--- src/hw/rtl/vedet_pkg.sv ---
// Package for the vibration energy detector: field widths, register
// indexes, reset values and the constants of the baseline tracking filter.
// No dependencies.
package vedet_pkg;

  localparam int SAMPLE_W   = 12;
  localparam int DELTA_W    = 12;
  localparam int ENERGY_W   = 32;
  localparam int COUNT_W    = 16;
  localparam int CFG_IDX_W  = 3;
  localparam int CFG_DATA_W = 32;
  localparam int IN_TDATA_W  = 16;
  localparam int OUT_TDATA_W = 96;

  localparam int BASELINE_SAMPLES_DEF = 300;

  // Register indexes on the configuration port
  localparam logic [CFG_IDX_W-1:0] REG_DELTA_MIN       = 3'd0;
  localparam logic [CFG_IDX_W-1:0] REG_ENERGY_THRESH   = 3'd1;
  localparam logic [CFG_IDX_W-1:0] REG_PERSIST_REQ     = 3'd2;
  localparam logic [CFG_IDX_W-1:0] REG_WARMUP_TICKS    = 3'd3;
  localparam logic [CFG_IDX_W-1:0] REG_SAMPLE_TICKS    = 3'd4;
  localparam logic [CFG_IDX_W-1:0] REG_WINDOW_TICKS    = 3'd5;

  localparam logic [DELTA_W-1:0]  DELTA_MIN_RST     = 12'd20;
  localparam logic [ENERGY_W-1:0] ENERGY_THRESH_RST = 32'd2000;
  localparam logic [COUNT_W-1:0]  PERSIST_REQ_RST   = 16'd3;
  localparam logic [COUNT_W-1:0]  WARMUP_TICKS_RST  = 16'd2000;
  localparam logic [COUNT_W-1:0]  SAMPLE_TICKS_RST  = 16'd2;
  localparam logic [COUNT_W-1:0]  WINDOW_TICKS_RST  = 16'd200;

  // (995*b + 5*x)/1000 equals b + floor((x - b)/200). The step is found by
  // a multiply with the reciprocal of 200; a negative step rounds away
  // from zero by adding 199 to the magnitude first.
  localparam int STEP_W = SAMPLE_W + 1;
  localparam logic [STEP_W-1:0] RECIP_200   = 13'd5243;
  localparam int                RECIP_SHIFT = 20;
  localparam logic [STEP_W-1:0] ROUND_UP    = 13'd199;
  localparam int                QUOT_W      = 2 * STEP_W - RECIP_SHIFT;

  function automatic logic [COUNT_W-1:0] sat_inc16(input logic [COUNT_W-1:0] v);
    sat_inc16 = (v == '1) ? v : v + COUNT_W'(1);
  endfunction

endpackage

--- src/hw/rtl/vibration_energy_detector.sv ---
// Vibration energy detector top level: tick counters, baseline averaging,
// adaptive baseline, window energy and persistence logic in one pass.
// Depends on vedet_pkg.
//
// Usage:
//   Slave stream: one transfer per millisecond tick, tdata[11:0] is the ADC
//   reading. Master stream: one result per tick, the detector status after
//   that tick. Configuration: cfg_we_i writes cfg_data_i into register
//   cfg_idx_i (0 delta_min, 1 energy_threshold, 2 persistence_required,
//   3 warmup_ticks, 4 sample_ticks, 5 window_ticks); write only while idle.
//   Result: the result of a tick is registered and presented in the cycle after
//   its transfer. Throughput: one tick per cycle while results are taken; all
//   state updates of a tick, including the constant reciprocal multiplies of
//   the baseline paths, settle combinationally into the state registers.
//   Reset: state clears, registers take their defaults, no result pending.
//   Stall: while a result waits on the master side, s_axis_tready_o drops
//   unless that result is being taken in the same cycle; nothing is lost.
//   First ticks are warm-up, then BASELINE_SAMPLES ticks build the average,
//   then detection runs.
module vibration_energy_detector #(
  parameter int BASELINE_SAMPLES = vedet_pkg::BASELINE_SAMPLES_DEF
) (
  input  logic                              clk_i,
  input  logic                              rst_ni,
  // [11:0] adc_sample
  input  logic [vedet_pkg::IN_TDATA_W-1:0]  s_axis_tdata_i,
  input  logic                              s_axis_tvalid_i,
  output logic                              s_axis_tready_o,
  // [0] vibration_detected, [1] warming_up, [2] baseline_ready,
  // [14:3] baseline_level, [46:15] energy_current, [78:47] energy_last,
  // [94:79] persistence_count, [95] window_closed
  output logic [vedet_pkg::OUT_TDATA_W-1:0] m_axis_tdata_o,
  output logic                              m_axis_tvalid_o,
  input  logic                              m_axis_tready_i,
  input  logic                              cfg_we_i,
  input  logic [vedet_pkg::CFG_IDX_W-1:0]   cfg_idx_i,
  input  logic [vedet_pkg::CFG_DATA_W-1:0]  cfg_data_i
);
  import vedet_pkg::*;

  localparam int CNT_W     = $clog2(BASELINE_SAMPLES + 1);
  localparam int SUM_W     = SAMPLE_W + CNT_W;
  localparam int DIV_SHIFT = SUM_W + CNT_W;
  localparam longint unsigned DIV_MULT_L =
      ((longint'(1) << DIV_SHIFT) + longint'(BASELINE_SAMPLES) - 1) /
      longint'(BASELINE_SAMPLES);
  localparam logic [DIV_SHIFT:0] DIV_MULT = DIV_MULT_L[DIV_SHIFT:0];
  localparam int PROD_W = SUM_W + DIV_SHIFT + 1;

  // Configuration registers
  logic [DELTA_W-1:0]  delta_min_q;
  logic [ENERGY_W-1:0] energy_thresh_q;
  logic [COUNT_W-1:0]  persist_req_q;
  logic [COUNT_W-1:0]  warmup_ticks_q;
  logic [COUNT_W-1:0]  sample_ticks_q;
  logic [COUNT_W-1:0]  window_ticks_q;

  // Detector state
  logic [COUNT_W-1:0]  warmup_elapsed_q, warmup_elapsed_d;
  logic                baseline_done_q, baseline_done_d;
  logic [SUM_W-1:0]    baseline_sum_q, baseline_sum_d;
  logic [CNT_W-1:0]    baseline_taken_q, baseline_taken_d;
  logic [SAMPLE_W-1:0] baseline_q, baseline_d;
  logic [COUNT_W-1:0]  sample_elapsed_q, sample_elapsed_d;
  logic [COUNT_W-1:0]  window_elapsed_q, window_elapsed_d;
  logic [ENERGY_W-1:0] energy_q, energy_d;
  logic [ENERGY_W-1:0] closed_energy_q, closed_energy_d;
  logic [COUNT_W-1:0]  vib_windows_q, vib_windows_d;
  logic                detect_q, detect_d;
  logic                warming_q, closed_q, closed_d;
  logic                out_valid_q;

  logic                accept;
  logic [SAMPLE_W-1:0] x;
  logic                warming;

  // Baseline datapath
  logic [CNT_W-1:0]    taken_inc;
  logic [SUM_W-1:0]    sum_new;
  logic [PROD_W-1:0]   avg_prod;
  logic                x_ge_b;
  logic [SAMPLE_W-1:0] dev;
  logic [STEP_W-1:0]   step_num;
  logic [2*STEP_W-1:0] step_prod;
  logic [QUOT_W-1:0]   step_q;
  logic [STEP_W-1:0]   b_adj;
  logic [ENERGY_W:0]   energy_sum;
  logic [ENERGY_W-1:0] energy_mid;
  logic [COUNT_W-1:0]  sample_inc, window_inc, vib_next;

  assign accept  = s_axis_tvalid_i && s_axis_tready_o;
  assign x       = s_axis_tdata_i[SAMPLE_W-1:0];
  assign warming = warmup_elapsed_q < warmup_ticks_q;

  assign s_axis_tready_o = !out_valid_q || m_axis_tready_i;

  // Configuration writes
  always_ff @(posedge clk_i or negedge rst_ni) begin
    if (!rst_ni) begin
      delta_min_q     <= DELTA_MIN_RST;
      energy_thresh_q <= ENERGY_THRESH_RST;
      persist_req_q   <= PERSIST_REQ_RST;
      warmup_ticks_q  <= WARMUP_TICKS_RST;
      sample_ticks_q  <= SAMPLE_TICKS_RST;
      window_ticks_q  <= WINDOW_TICKS_RST;
    end else if (cfg_we_i) begin
      unique case (cfg_idx_i)
        REG_DELTA_MIN:     delta_min_q     <= cfg_data_i[DELTA_W-1:0];
        REG_ENERGY_THRESH: energy_thresh_q <= cfg_data_i[ENERGY_W-1:0];
        REG_PERSIST_REQ:   persist_req_q   <= cfg_data_i[COUNT_W-1:0];
        REG_WARMUP_TICKS:  warmup_ticks_q  <= cfg_data_i[COUNT_W-1:0];
        REG_SAMPLE_TICKS:  sample_ticks_q  <= cfg_data_i[COUNT_W-1:0];
        REG_WINDOW_TICKS:  window_ticks_q  <= cfg_data_i[COUNT_W-1:0];
        default: ;
      endcase
    end
  end

  // Datapath pieces
  always_comb begin
    taken_inc = baseline_taken_q + CNT_W'(1);
    sum_new   = baseline_sum_q + SUM_W'(x);
    avg_prod  = PROD_W'(sum_new) * PROD_W'(DIV_MULT);

    x_ge_b    = x >= baseline_q;
    dev       = x_ge_b ? x - baseline_q : baseline_q - x;
    step_num  = x_ge_b ? STEP_W'(dev) : STEP_W'(dev) + ROUND_UP;
    step_prod = (2*STEP_W)'(step_num) * (2*STEP_W)'(RECIP_200);
    step_q    = step_prod[RECIP_SHIFT +: QUOT_W];
    b_adj     = x_ge_b ? STEP_W'(baseline_q) + STEP_W'(step_q)
                       : STEP_W'(baseline_q) - STEP_W'(step_q);

    sample_inc = sat_inc16(sample_elapsed_q);
    window_inc = sat_inc16(window_elapsed_q);

    energy_sum = {1'b0, energy_q} + (ENERGY_W+1)'(dev);
    energy_mid = energy_q;
    if (sample_inc >= sample_ticks_q && dev > delta_min_q) begin
      energy_mid = energy_sum[ENERGY_W] ? '1 : energy_sum[ENERGY_W-1:0];
    end
    vib_next = (energy_mid > energy_thresh_q) ? sat_inc16(vib_windows_q) : '0;
  end

  // Next state for one tick
  always_comb begin
    warmup_elapsed_d = sat_inc16(warmup_elapsed_q);
    baseline_done_d  = baseline_done_q;
    baseline_sum_d   = baseline_sum_q;
    baseline_taken_d = baseline_taken_q;
    baseline_d       = baseline_q;
    sample_elapsed_d = sample_elapsed_q;
    window_elapsed_d = window_elapsed_q;
    energy_d         = energy_q;
    closed_energy_d  = closed_energy_q;
    vib_windows_d    = vib_windows_q;
    detect_d         = detect_q;
    closed_d         = 1'b0;

    if (warming) begin
      sample_elapsed_d = '0;
      window_elapsed_d = '0;
      energy_d         = '0;
      closed_energy_d  = '0;
      vib_windows_d    = '0;
      detect_d         = 1'b0;
    end else if (!baseline_done_q) begin
      if (taken_inc >= CNT_W'(BASELINE_SAMPLES)) begin
        baseline_d       = avg_prod[DIV_SHIFT +: SAMPLE_W];
        baseline_done_d  = 1'b1;
        baseline_sum_d   = '0;
        baseline_taken_d = '0;
        sample_elapsed_d = '0;
        window_elapsed_d = '0;
        energy_d         = '0;
        closed_energy_d  = '0;
        vib_windows_d    = '0;
        detect_d         = 1'b0;
      end else begin
        baseline_sum_d   = sum_new;
        baseline_taken_d = taken_inc;
      end
    end else begin
      sample_elapsed_d = sample_inc;
      if (sample_inc >= sample_ticks_q) begin
        sample_elapsed_d = '0;
        baseline_d       = b_adj[SAMPLE_W-1:0];
      end
      energy_d         = energy_mid;
      window_elapsed_d = window_inc;
      if (window_inc >= window_ticks_q) begin
        window_elapsed_d = '0;
        closed_d         = 1'b1;
        closed_energy_d  = energy_mid;
        vib_windows_d    = vib_next;
        detect_d         = vib_next >= persist_req_q;
        energy_d         = '0;
      end
    end
  end

  // Advance state on each transfer; hold while the result is stalled
  always_ff @(posedge clk_i or negedge rst_ni) begin
    if (!rst_ni) begin
      warmup_elapsed_q <= '0;
      baseline_done_q  <= 1'b0;
      baseline_sum_q   <= '0;
      baseline_taken_q <= '0;
      baseline_q       <= '0;
      sample_elapsed_q <= '0;
      window_elapsed_q <= '0;
      energy_q         <= '0;
      closed_energy_q  <= '0;
      vib_windows_q    <= '0;
      detect_q         <= 1'b0;
      warming_q        <= 1'b0;
      closed_q         <= 1'b0;
    end else if (accept) begin
      warmup_elapsed_q <= warmup_elapsed_d;
      baseline_done_q  <= baseline_done_d;
      baseline_sum_q   <= baseline_sum_d;
      baseline_taken_q <= baseline_taken_d;
      baseline_q       <= baseline_d;
      sample_elapsed_q <= sample_elapsed_d;
      window_elapsed_q <= window_elapsed_d;
      energy_q         <= energy_d;
      closed_energy_q  <= closed_energy_d;
      vib_windows_q    <= vib_windows_d;
      detect_q         <= detect_d;
      warming_q        <= warming;
      closed_q         <= closed_d;
    end
  end

  always_ff @(posedge clk_i or negedge rst_ni) begin
    if (!rst_ni) begin
      out_valid_q <= 1'b0;
    end else if (accept) begin
      out_valid_q <= 1'b1;
    end else if (m_axis_tready_i) begin
      out_valid_q <= 1'b0;
    end
  end

  // The state registers hold exactly the post-tick values until the next transfer
  assign m_axis_tvalid_o = out_valid_q;
  assign m_axis_tdata_o  = {closed_q, vib_windows_q, closed_energy_q, energy_q,
                            baseline_q, baseline_done_q, warming_q, detect_q};

`ifndef ASSERT_OFF
  a_warm_clear: assert property (@(posedge clk_i) disable iff (!rst_ni)
    warming_q |-> (energy_q == '0 && vib_windows_q == '0 && !detect_q))
    else $error("runtime state not cleared on a warm-up tick");

  a_detect_needs_base: assert property (@(posedge clk_i) disable iff (!rst_ni)
    detect_q |-> baseline_done_q)
    else $error("detection without a baseline");

  a_close_resets: assert property (@(posedge clk_i) disable iff (!rst_ni)
    closed_q |-> (energy_q == '0 && window_elapsed_q == '0))
    else $error("window close left energy or counter behind");

  a_taken_range: assert property (@(posedge clk_i) disable iff (!rst_ni)
    baseline_taken_q < CNT_W'(BASELINE_SAMPLES))
    else $error("baseline sample count out of range");

  a_hold_stalled: assert property (@(posedge clk_i) disable iff (!rst_ni)
    (out_valid_q && !m_axis_tready_i) |=> $stable(energy_q) && $stable(baseline_q))
    else $error("state moved while a result was stalled");
`endif

endmodule
--- config.mk ---
export PLATFORM = sky130hd
export DESIGN_NAME = vibration_energy_detector
export DESIGN_NICKNAME = d
export VERILOG_FILES = /design/src/hw/rtl/vedet_pkg.sv /design/src/hw/rtl/vibration_energy_detector.sv
export SDC_FILE = /design/constraint.sdc
export NUM_CORES = 1
export LEC_CHECK = 0
export ABC_AREA = 1
export BUFFER_PORTS_ARGS = -buffer_cell sky130_fd_sc_hd__buf_2
export CAP_MARGIN = 20
export CELL_PAD_IN_SITES_DETAIL_PLACEMENT = 0
export CELL_PAD_IN_SITES_GLOBAL_PLACEMENT = 2
export CORE_MARGIN = 1
export CORE_UTILIZATION = 31
export CTS_BUF_LIST = sky130_fd_sc_hd__clkbuf_16
export DETAILED_ROUTE_END_ITERATION = 10
export PLACE_DENSITY_LB_ADDON = 0.3
export SKIP_CTS_REPAIR_TIMING = 1
export SKIP_LAST_GASP = 1
export SYNTH_ARGS = -nofsm -noshare
export SYNTH_HDL_FRONTEND = slang
export SYNTH_SLANG_ARGS = --single-unit
--- constraint.sdc ---
create_clock -name clk_i -period 8.15 [get_ports clk_i]
set_input_delay 1.63 -clock clk_i [delete_from_list [all_inputs] [get_ports clk_i]]
set_output_delay 1.63 -clock clk_i [all_outputs]
set_load 0.02 [all_outputs]
======== Word-level counts from Yosys, hierarchy flattened ========
Cells that the tools add are included.
cells by class
  add/sub/neg operators ................... 12
  $mul .................................... 2
  $lt $le $gt $ge ......................... 8
  equal/unequal tests ..................... 11
  muxes and demuxes ....................... 42
  bitwise gates (word level) .............. 3
  reduce and logical (&&, ||, !) cells .... 20
operators with widths
  cell                                                      number
  two-way mux 32 bit                                        9
  two-way mux 16 bit                                        14
  adder 16 x 1 -> 16 bit, second input constant             4
  == test 16 bit, second input constant                     4
  two-way mux 12 bit                                        5
  greater-or-equal comparator 16 bit                        3
  multiplier 21 x 20 -> 40 bit, second input constant       1
  adder 32 x 12 -> 33 bit                                   1
  greater-than comparator 32 bit                            1
  multiplier 13 x 13 -> 26 bit, second input constant       1
  subtractor 12 bit                                         2
  adder 21 x 12 -> 21 bit                                   1
  two-way mux 21 bit                                        1
  AND reduction 2 bit                                       9
  < comparator 16 bit                                       1
  adder 12 x 8 -> 13 bit, second input constant             1
  two-way mux 13 bit                                        1
  adder 12 x 6 -> 12 bit                                    1
  greater-or-equal comparator 12 bit                        1
  greater-than comparator 12 bit                            1
  subtractor 12 x 6 -> 12 bit                               1
  two-way mux 1 bit                                         11
  adder 9 x 1 -> 9 bit, second input constant               1
  greater-or-equal comparator 9 bit, second input constant  1
  other kinds (15)                                          22
word-level totals
  flip-flop bits (word level) ............. 283
  input port bits ......................... 56
  word-level logic and storage cells ...... 118

======== Depth between registers and ports, before layout ========
Gate-level depths: netlist of the first run.
  word-level depth ........................ 11
  depth in mapped cells ................... 63
  depth with buffers taken out ............ 62

======== Worst setup path before layout of the first run ========
No wires, ideal clock.
  kind .................................... input to register
  start ................................... input port s_axis_tdata_i[0] (netlist name)
  end ..................................... register baseline_q[8]
  setup time .............................. 0.129 ns
  arrival ................................. 9.623 ns
  slack ................................... -1.602 ns
  stages on the path ...................... 51
  path buffers ............................ 1
  path through ............................ inv_1 > ha_1 > inv_1 > fa_1 > nand2_1 > nand2_1 > nand3_2 > nand3_2 > nand2_2 > nand2_2 > buf_6 > o21ai_1 > inv_2 > ha_1 > nand2_1 > nand3_1 > nand2_1 > nand3_1 > [... 15 more ...] > nand2_1 > nand2_1 > nand2_1 > nor2_1 > a21oi_1 > xor2_1 > inv_1 > ha_1 > nand2_1 > o21ai_0 > a21oi_1 > or2_2 > nand2_1 > a21oi_1 > o21ai_0 > a21oi_1 > nor2_1 > a22oi_1
on the way
  word-level cells in the longest chain between the ends .. 9
ends and longest elaborated chain
  what                                                                     line                                                                text
  from (decl)                                                              vibration_energy_detector.sv:26                                     input logic [vedet_pkg::IN_TDATA_W-1:0] s_axis_tdata_i,
  subtractor 12 bit or greater-or-equal comparator 12 bit (tied branches)  vibration_energy_detector.sv:126, vibration_energy_detector.sv:125
  two-way mux 12 bit                                                       vibration_energy_detector.sv:126                                    dev = x_ge_b ? x - baseline_q : baseline_q - x;
  adder 12 x 8 -> 13 bit                                                   vibration_energy_detector.sv:127                                    step_num = x_ge_b ? STEP_W'(dev) : STEP_W'(dev) + ROUND_UP;
  two-way mux 13 bit                                                       vibration_energy_detector.sv:127
  multiplier 13 x 13 -> 26 bit                                             vibration_energy_detector.sv:128                                    step_prod = (2*STEP_W)'(step_num) * (2*STEP_W)'(RECIP_200);
  subtractor 12 x 6 -> 12 bit or adder 12 x 6 -> 12 bit (tied branches)    vibration_energy_detector.sv:131, vibration_energy_detector.sv:130
  two-way mux 12 bit                                                       vibration_energy_detector.sv:130                                    b_adj = x_ge_b ? STEP_W'(baseline_q) + STEP_W'(step_q)
  two-way mux 12 bit                                                       vibration_energy_detector.sv:184                                    if (sample_inc >= sample_ticks_q) begin
  two-way mux 12 bit *                                                     vibration_energy_detector.sv:166                                    end else if (!baseline_done_q) begin
  to (signal assigned)                                                     vibration_energy_detector.sv:222                                    baseline_q <= baseline_d;
  to (decl)                                                                vibration_energy_detector.sv:63                                     logic [SAMPLE_W-1:0] baseline_q, baseline_d;
Mark *: on every way between the ends. The rest lies on a longest branch, timed or not. The select of a mux whose other input is x is not followed.
A chain may end at the register's enable or synchronous reset.

======== Worst setup path after layout of the first run ========
Ends and elaborated chain as after synthesis.

==> results of run 1 <==
==> area by class of cell <==
type                            instances  area share (%)
Timing Repair Buffer                  764            14.2
Tap cell                             1265            3.98
Inverter                              814            7.72
Multi-Input combinational cell       2728            53.1
Sequential cell                       283            17.9
Clock inverter                         33           0.676
Clock buffer                           39            2.45
==> cells in the final DEF (no fill, tap or decap), drive strengths merged, types with 11 or more instances in the layout <==
cell type | Yosys | layout
nand2 | 827 | 827
inv | 814 | 826
buf | 32 | 762
ha | 423 | 423
dfrtp | 263 | 263
nor2 | 255 | 255
nand3 | 234 | 234
o21ai | 214 | 214
a21oi | 196 | 196
fa | 192 | 192
xor2 | 98 | 98
nor3 | 70 | 70
clkbuf | 43 | 41
nand4 | 39 | 39
and2 | 27 | 27
o22ai | 25 | 25
dfstp | 20 | 20
xnor2 | 18 | 18
clkinv | 0 | 16
a21o | 13 | 13
a31oi | 11 | 11
==> logic make-up (layout without fill, tap and decap cells) <==
| kind of cell | after synthesis | after routing | share of synthesized area [%] |
|---|---|---|---|
| adder cells (fa/ha/maj) | 615 | 615 | 30.6 |
| flip-flops | 283 | 283 | 23.8 |
| AO/OA/AOI/OAI | 520 | 520 | 9.66 |
| multiplexers | 2 | 2 | 0.0837 |
| XOR/XNOR | 116 | 116 | 3.43 |
| AND/OR/NAND/NOR | 1475 | 1475 | 20.9 |
| buffers and inverters | 889 | 1650 | 11.5 |
==> through the flow <==
stage,hold WS [ns],TNS [ns]
2_1_floorplan,0.450,-5.16
3_3_place_gp,0.463,-16.28
3_5_place_dp,0.461,-17.05
4_1_cts,0.479,-8.33
5_1_grt,0.495,-9.62
6_report,0.477,-4.89
==> registers in the layout, summed over array words and instances, names as in the netlist <==
name and cells:
sample_ticks_q 16, baseline_taken_q 9, warmup_elapsed_q 16, warmup_ticks_q 16
closed_q 1, persist_req_q 16, energy_q 32, window_ticks_q 16
baseline_q 12, delta_min_q 12, detect_q 1, m_axis_tvalid_o 1
closed_energy_q 32, window_elapsed_q 16, baseline_sum_q 21, baseline_done_q 1
warming_q 1, vib_windows_q 16, sample_elapsed_q 16, energy_thresh_q 32
==> cells in the mapped netlist (4+ instances only) <==
library cell	count	area share (%)
o2111ai_1	4	0.12
o211ai_1	9	0.23
buf_2	15	0.25
nand4_1	39	0.82
nand3b_1	4	0.10
xor2_1	97	2.8
ha_1	423	18
xnor2_1	18	0.53
nand2_2	21	0.44
nor4_1	10	0.21
inv_1	804	10
a31oi_1	11	0.23
o31ai_1	4	0.10
o22ai_1	25	0.52
buf_6	6	0.23
dfrtp_1	263	22
dfstp_2	20	1.8
buf_4	10	0.25
o21a_1	9	0.23
nor3_1	69	1.2
clkbuf_1	43	0.54
a211oi_1	10	0.25
inv_2	9	0.11
a21oi_1	193	3.2
and2_1	27	0.57
a21o_1	13	0.33
nor2_1	251	3.2
nand2_1	803	10
fa_1	192	13
o21ai_0	203	3.4
or2_2	6	0.13
o21bai_1	10	0.25
o21ai_1	11	0.18
nand3_1	231	3.9
==> layer usage <==
layer	track usage (%)	part of all wire, %	vias up
li1	-	-	13852
met1	25.6	45	12553
met2	36.0	50	305
met3	2.18	2.5	100
met4	4.39	2.5	2
met5	0	0.011	-
==> critical path: cells and delay by family <==
kind,cells,cell delay (ns)
buffers and inverters,8,0.66
AO/OA/AOI/OAI,9,1.08
XOR/XNOR,2,0.49
adder cells (fa/ha/maj),9,3.31
AND/OR/NAND/NOR,23,2.21
==> worst max path at each step <==
stage | startpoint | endpoint | slack (ns) | cells past startpoint
after detailed placement | s_axis_tdata_i[0] | baseline_q[8] | -1.52 | 50
after global routing | s_axis_tdata_i[0] | baseline_q[8] | -1.21 | 53
after floorplan | s_axis_tdata_i[0] | baseline_q[8] | -0.87 | 49
after CTS | s_axis_tdata_i[0] | baseline_q[8] | -0.92 | 50
after global placement | s_axis_tdata_i[0] | baseline_q[8] | -1.45 | 53
final | s_axis_tdata_i[0] | baseline_q[8] | -0.77 | 51
==> run_results.csv, run 1 <==
group,metric,value,unit
status,status,"finished with violations",
status,violations,"negative setup slack",
floorplanning,core_area,0.0953,mm^2
final_layout,drive_above_1_share,25.5,%
yosys,synth.distinct_cells,60,
hold_path,worstHoldStart,"detect_q",
place,port_buffers,149,
final_layout,nNetsFinal,5301,
routing,viasPerCell,4.52,
floorplanning,die_area,0.0976,mm^2
worst_setup_path,crit_top_cell,"nand2_2",
hold_path,worstHoldPathCells,2,
worst_setup_path,cp_max_fo,5,
yosys,synth-main-ff-cell,"dfrtp_1",
timing,min_period,8.92,ns
routing,drt_wl_total,98.1,mm
clocking,cts-root-buf,"clkbuf_16",
global_route,overflow,0,
final_layout,postLayoutCellArea,0.0398,mm^2
global_route,grt_pass1_wl,153,mm
clocking,numCtsBuffers,39,
clocking,clkLatencyLatePin,0.60,ns
worst_setup_path,rr_startpoint,"baseline_q[0]",
timing,finalCritPeriodShare,109,%
floorplanning,num_io_pins,154,
worst_setup_path,r2r_cells,48,
worst_setup_path,path_class,"input port to flip-flop",
clocking,cts_max_path_buffers,3,
clocking,cts.sinks,283,
floorplanning,start_util,31.4,%
run,cap_violations,0,
timing,clock_skew,0.0275,ns
timing,slew_violations,0,
global_route,grt_max_degree,130,
yosys,seq_area_frac_synth,23.8,%
routing,first_iter_violations,1380,
hold_path,min_path_type,"flip-flop to flip-flop",
yosys,syn-instance-count,3900,
worst_setup_path,cpPeakStageDelay,0.55,ns
floorplanning,die_h,312,um
place,routabilityCongestion,0.877,
global_route,grt_pass1_vias,27085,
worst_setup_path,cp_slowest_cell,"fa_1",
final_layout,antenna_cells,0,
yosys,synth_seq_cells,283,
yosys,syn_nets,4571,
final_layout,multi_input_area,0.0212,mm^2
routing,drtPass1Iterations,7,
clocking,tritoncts,"yes",
clocking,h-tree-depth,2,
final_layout,area_growth,33.3,%
yosys,async_flop_share,100,%
worst_setup_path,critPathArrivalTime,9.41,ns
timing,fmax,112,MHz
final_layout,stdcell_count,5926,
timing,rsz0062_at_grt,"true",
yosys,yosys_warnings,0,
routing,wire_per_inst,16.6,um
worst_setup_path,end_kind,"flip-flop",
floorplanning,die-width,312,um
routing,antenna_left,0,
yosys,synth_area_per_cell,7.66,um^2
worst_setup_path,start_kind,"input port",
worst_setup_path,worstReg2RegEnd,"baseline_q[8]",
place,dpl_cell_area,0.0365,mm^2
place,post-place-ws,-1.52,ns
routing,drc_errors,0,
timing,setup_viol,11,
place,dp_hpwl,79.9,mm
routing,vias,26812,
timing,fin_ws,-0.771,ns
hold_path,hold_end,"detect_q",
timing,finalHoldViolations,0,
worst_setup_path,cp.required,8.64,ns
worst_setup_path,rrSetupSlack,-0.23,ns
final_layout,seq_area,0.00711,mm^2
global_route,grt_antenna_before_repair,1,
final_layout,post-route-util,41.8,%
timing,slew_headroom,33.5,%
yosys,synth_edf_count,0,
floorplanning,fp-row-count,113,
clocking,clk_pin_slew,0.06,ns
global_route,grt_usage,20.0,%
final_layout,fillers,9951,
yosys,synthesis.area,0.0299,mm^2
timing,worst_slew_pin_slew,0.994,ns
place,dp.cells,5809,
Power of run 1 is left out: the tool's default activity adds up to more than one toggle a clock period on the data nets, which glitch-free logic cannot reach.
==> inputs of run 2 (changes only) <==
Settings changed: MAX_ROUTING_LAYER set to met4.
==> run 2 against run 1 <==
  * The flow still finishes with violations (negative setup slack)
  * Critical path depth did not move
  * Count of clock-buffer cells in the layout did not move
  * Via count barely moved
  * Non-clock buffer count rose by 2
  * Highest routed layer is now met4
  * Utilization barely moved
  * Routed wire length rose by 0.13%
  * Flip-flop and latch count did not move
  * Cell count barely moved
  * Cell area barely moved
==> run_results.csv, run 2 (synthesis results as in run 1) <==
group,metric,value,unit
status,status,"finished with violations",
status,violations,"negative setup slack",
timing,fin_ws,-0.750,ns
floorplanning,die_area,0.0976,mm^2
clocking,numCtsBuffers,39,
routing,vias,26788,
timing,finalHoldViolations,0,
clocking,tritoncts,"yes",
worst_setup_path,cp.required,8.64,ns
clocking,clkLatencyLatePin,0.60,ns
floorplanning,num_io_pins,154,
place,dp_hpwl,79.9,mm
clocking,h-tree-depth,2,
routing,drtPass1Iterations,5,
floorplanning,fp-row-count,113,
routing,antenna_left,0,
run,cap_violations,0,
worst_setup_path,cp_max_fo,5,
worst_setup_path,cp_slowest_cell,"fa_1",
worst_setup_path,critPathArrivalTime,9.39,ns
floorplanning,core_area,0.0953,mm^2
worst_setup_path,start_kind,"input port",
final_layout,area_growth,33.2,%
timing,worst_slew_pin_slew,0.990,ns
final_layout,postLayoutCellArea,0.0398,mm^2
final_layout,top_regs,"closed_energy_q (32), energy_q (32), energy_thresh_q (32)",
worst_setup_path,path_class,"input port to flip-flop",
place,dpl_cell_area,0.0365,mm^2
clocking,clk_pin_slew,0.06,ns
worst_setup_path,rr_startpoint,"baseline_q[0]",
timing,slew_headroom,33.8,%
worst_setup_path,crit_top_cell,"nand2_2",
global_route,grt_pass1_vias,27070,
worst_setup_path,worstSetupStartpoint,"s_axis_tdata_i[0]",
clocking,cts.sinks,283,
timing,hold_slack,0.477,ns
place,dp.cells,5809,
timing,rsz0062_at_grt,"true",
routing,viasPerCell,4.52,
final_layout,final_cell_mix,"inv_1, nand2_1, buf_4, ha_1, dfrtp_1",
final_layout,fillers,9958,
final_layout,nNetsFinal,5303,
routing,drc_errors,0,
timing,fmax,112,MHz
routing,first_iter_violations,1404,
global_route,overflow,0,
global_route,grt_max_degree,130,
final_layout,drive_above_1_share,25.4,%
clocking,cts-root-buf,"clkbuf_16",
worst_setup_path,cpPeakStageDelay,0.55,ns
worst_setup_path,path_delay_family,"adder cells",
timing,finalCritPeriodShare,109,%
worst_setup_path,rrSetupSlack,-0.22,ns
global_route,grt_usage,20.6,%
global_route,grt_antenna_before_repair,1,
place,port_buffers,149,
routing,drt_wl_total,98.2,mm
routing,wire_per_inst,16.6,um
hold_path,worstHoldStart,"detect_q",
place,routabilityCongestion,0.892,
clocking,cts_max_path_buffers,3,
floorplanning,die-width,312,um
timing,setup_viol,11,
floorplanning,die_h,312,um
final_layout,stdcell_count,5929,
worst_setup_path,critPathBufInv,8,
global_route,grt_pass1_wl,153,mm
worst_setup_path,end_kind,"flip-flop",
timing,min_period,8.90,ns
final_layout,mostFrequentLayoutCell,"inv_1",
hold_path,min_path_type,"flip-flop to flip-flop",
floorplanning,start_util,31.4,%
timing,tns,-4.85,ns
timing,clock_skew,0.0240,ns
timing,slew_violations,0,
run 2: cell types whose count changed in the layout (fill, tap and decap cells not counted), moves of 3 or more:
cell    previous run  this run
buf_6             27        19
and2_2             0         3
buf_4            576       585
and2_1            25        20
run 2: cell type report:
class	instances	area, um^2	area share [%]
inverter	814	3080	7.73
clock buffer	39	976	2.45
antenna	1	2.50	0.00629
multi-input combinational	2728	21100	53.1
clock inverter	33	269	0.676
sequential	283	7110	17.9
timing repair buffer	766	5640	14.2
tap	1265	1580	3.98
run 2: per-stage QoR:
step,setup slack [ns],utilization (%)
finish,-0.750,41.8
global route,-1.21,41.8
CTS,-0.919,39.6
detailed placement,-1.52,38.3
global placement,-1.45,38.3
floorplan,-0.874,-
run 2: tightest hold or removal path, delay by kind of cell (launching register included):
kind | cells | cell delay, ns
DFF | 1 | 0.34
and+or+nand+nor | 2 | 0.10
run 2: worst paths after layout:
path                                        to  cells past startpoint
max                              baseline_q[8]                     51
min                                   detect_q                      2
min reg2reg                           detect_q                      2
min in group asynchronous   baseline_sum_q[20]                      1
max reg2reg                      baseline_q[8]                     49
max in group asynchronous  window_elapsed_q[4]                      2
run 2: per-layer routing:
| metal | GRT usage [%] | vias to the layer above | share of wire [%] |
|---|---|---|---|
| met5 | - | - | 0 |
| met4 | 4.39 | 0 | 2.4 |
| met3 | 2.15 | 97 | 2.3 |
| met2 | 36.0 | 287 | 50 |
| met1 | 25.6 | 12556 | 45 |
| li1 | - | 13848 | - |
Power of run 2 is left out for the same reason.
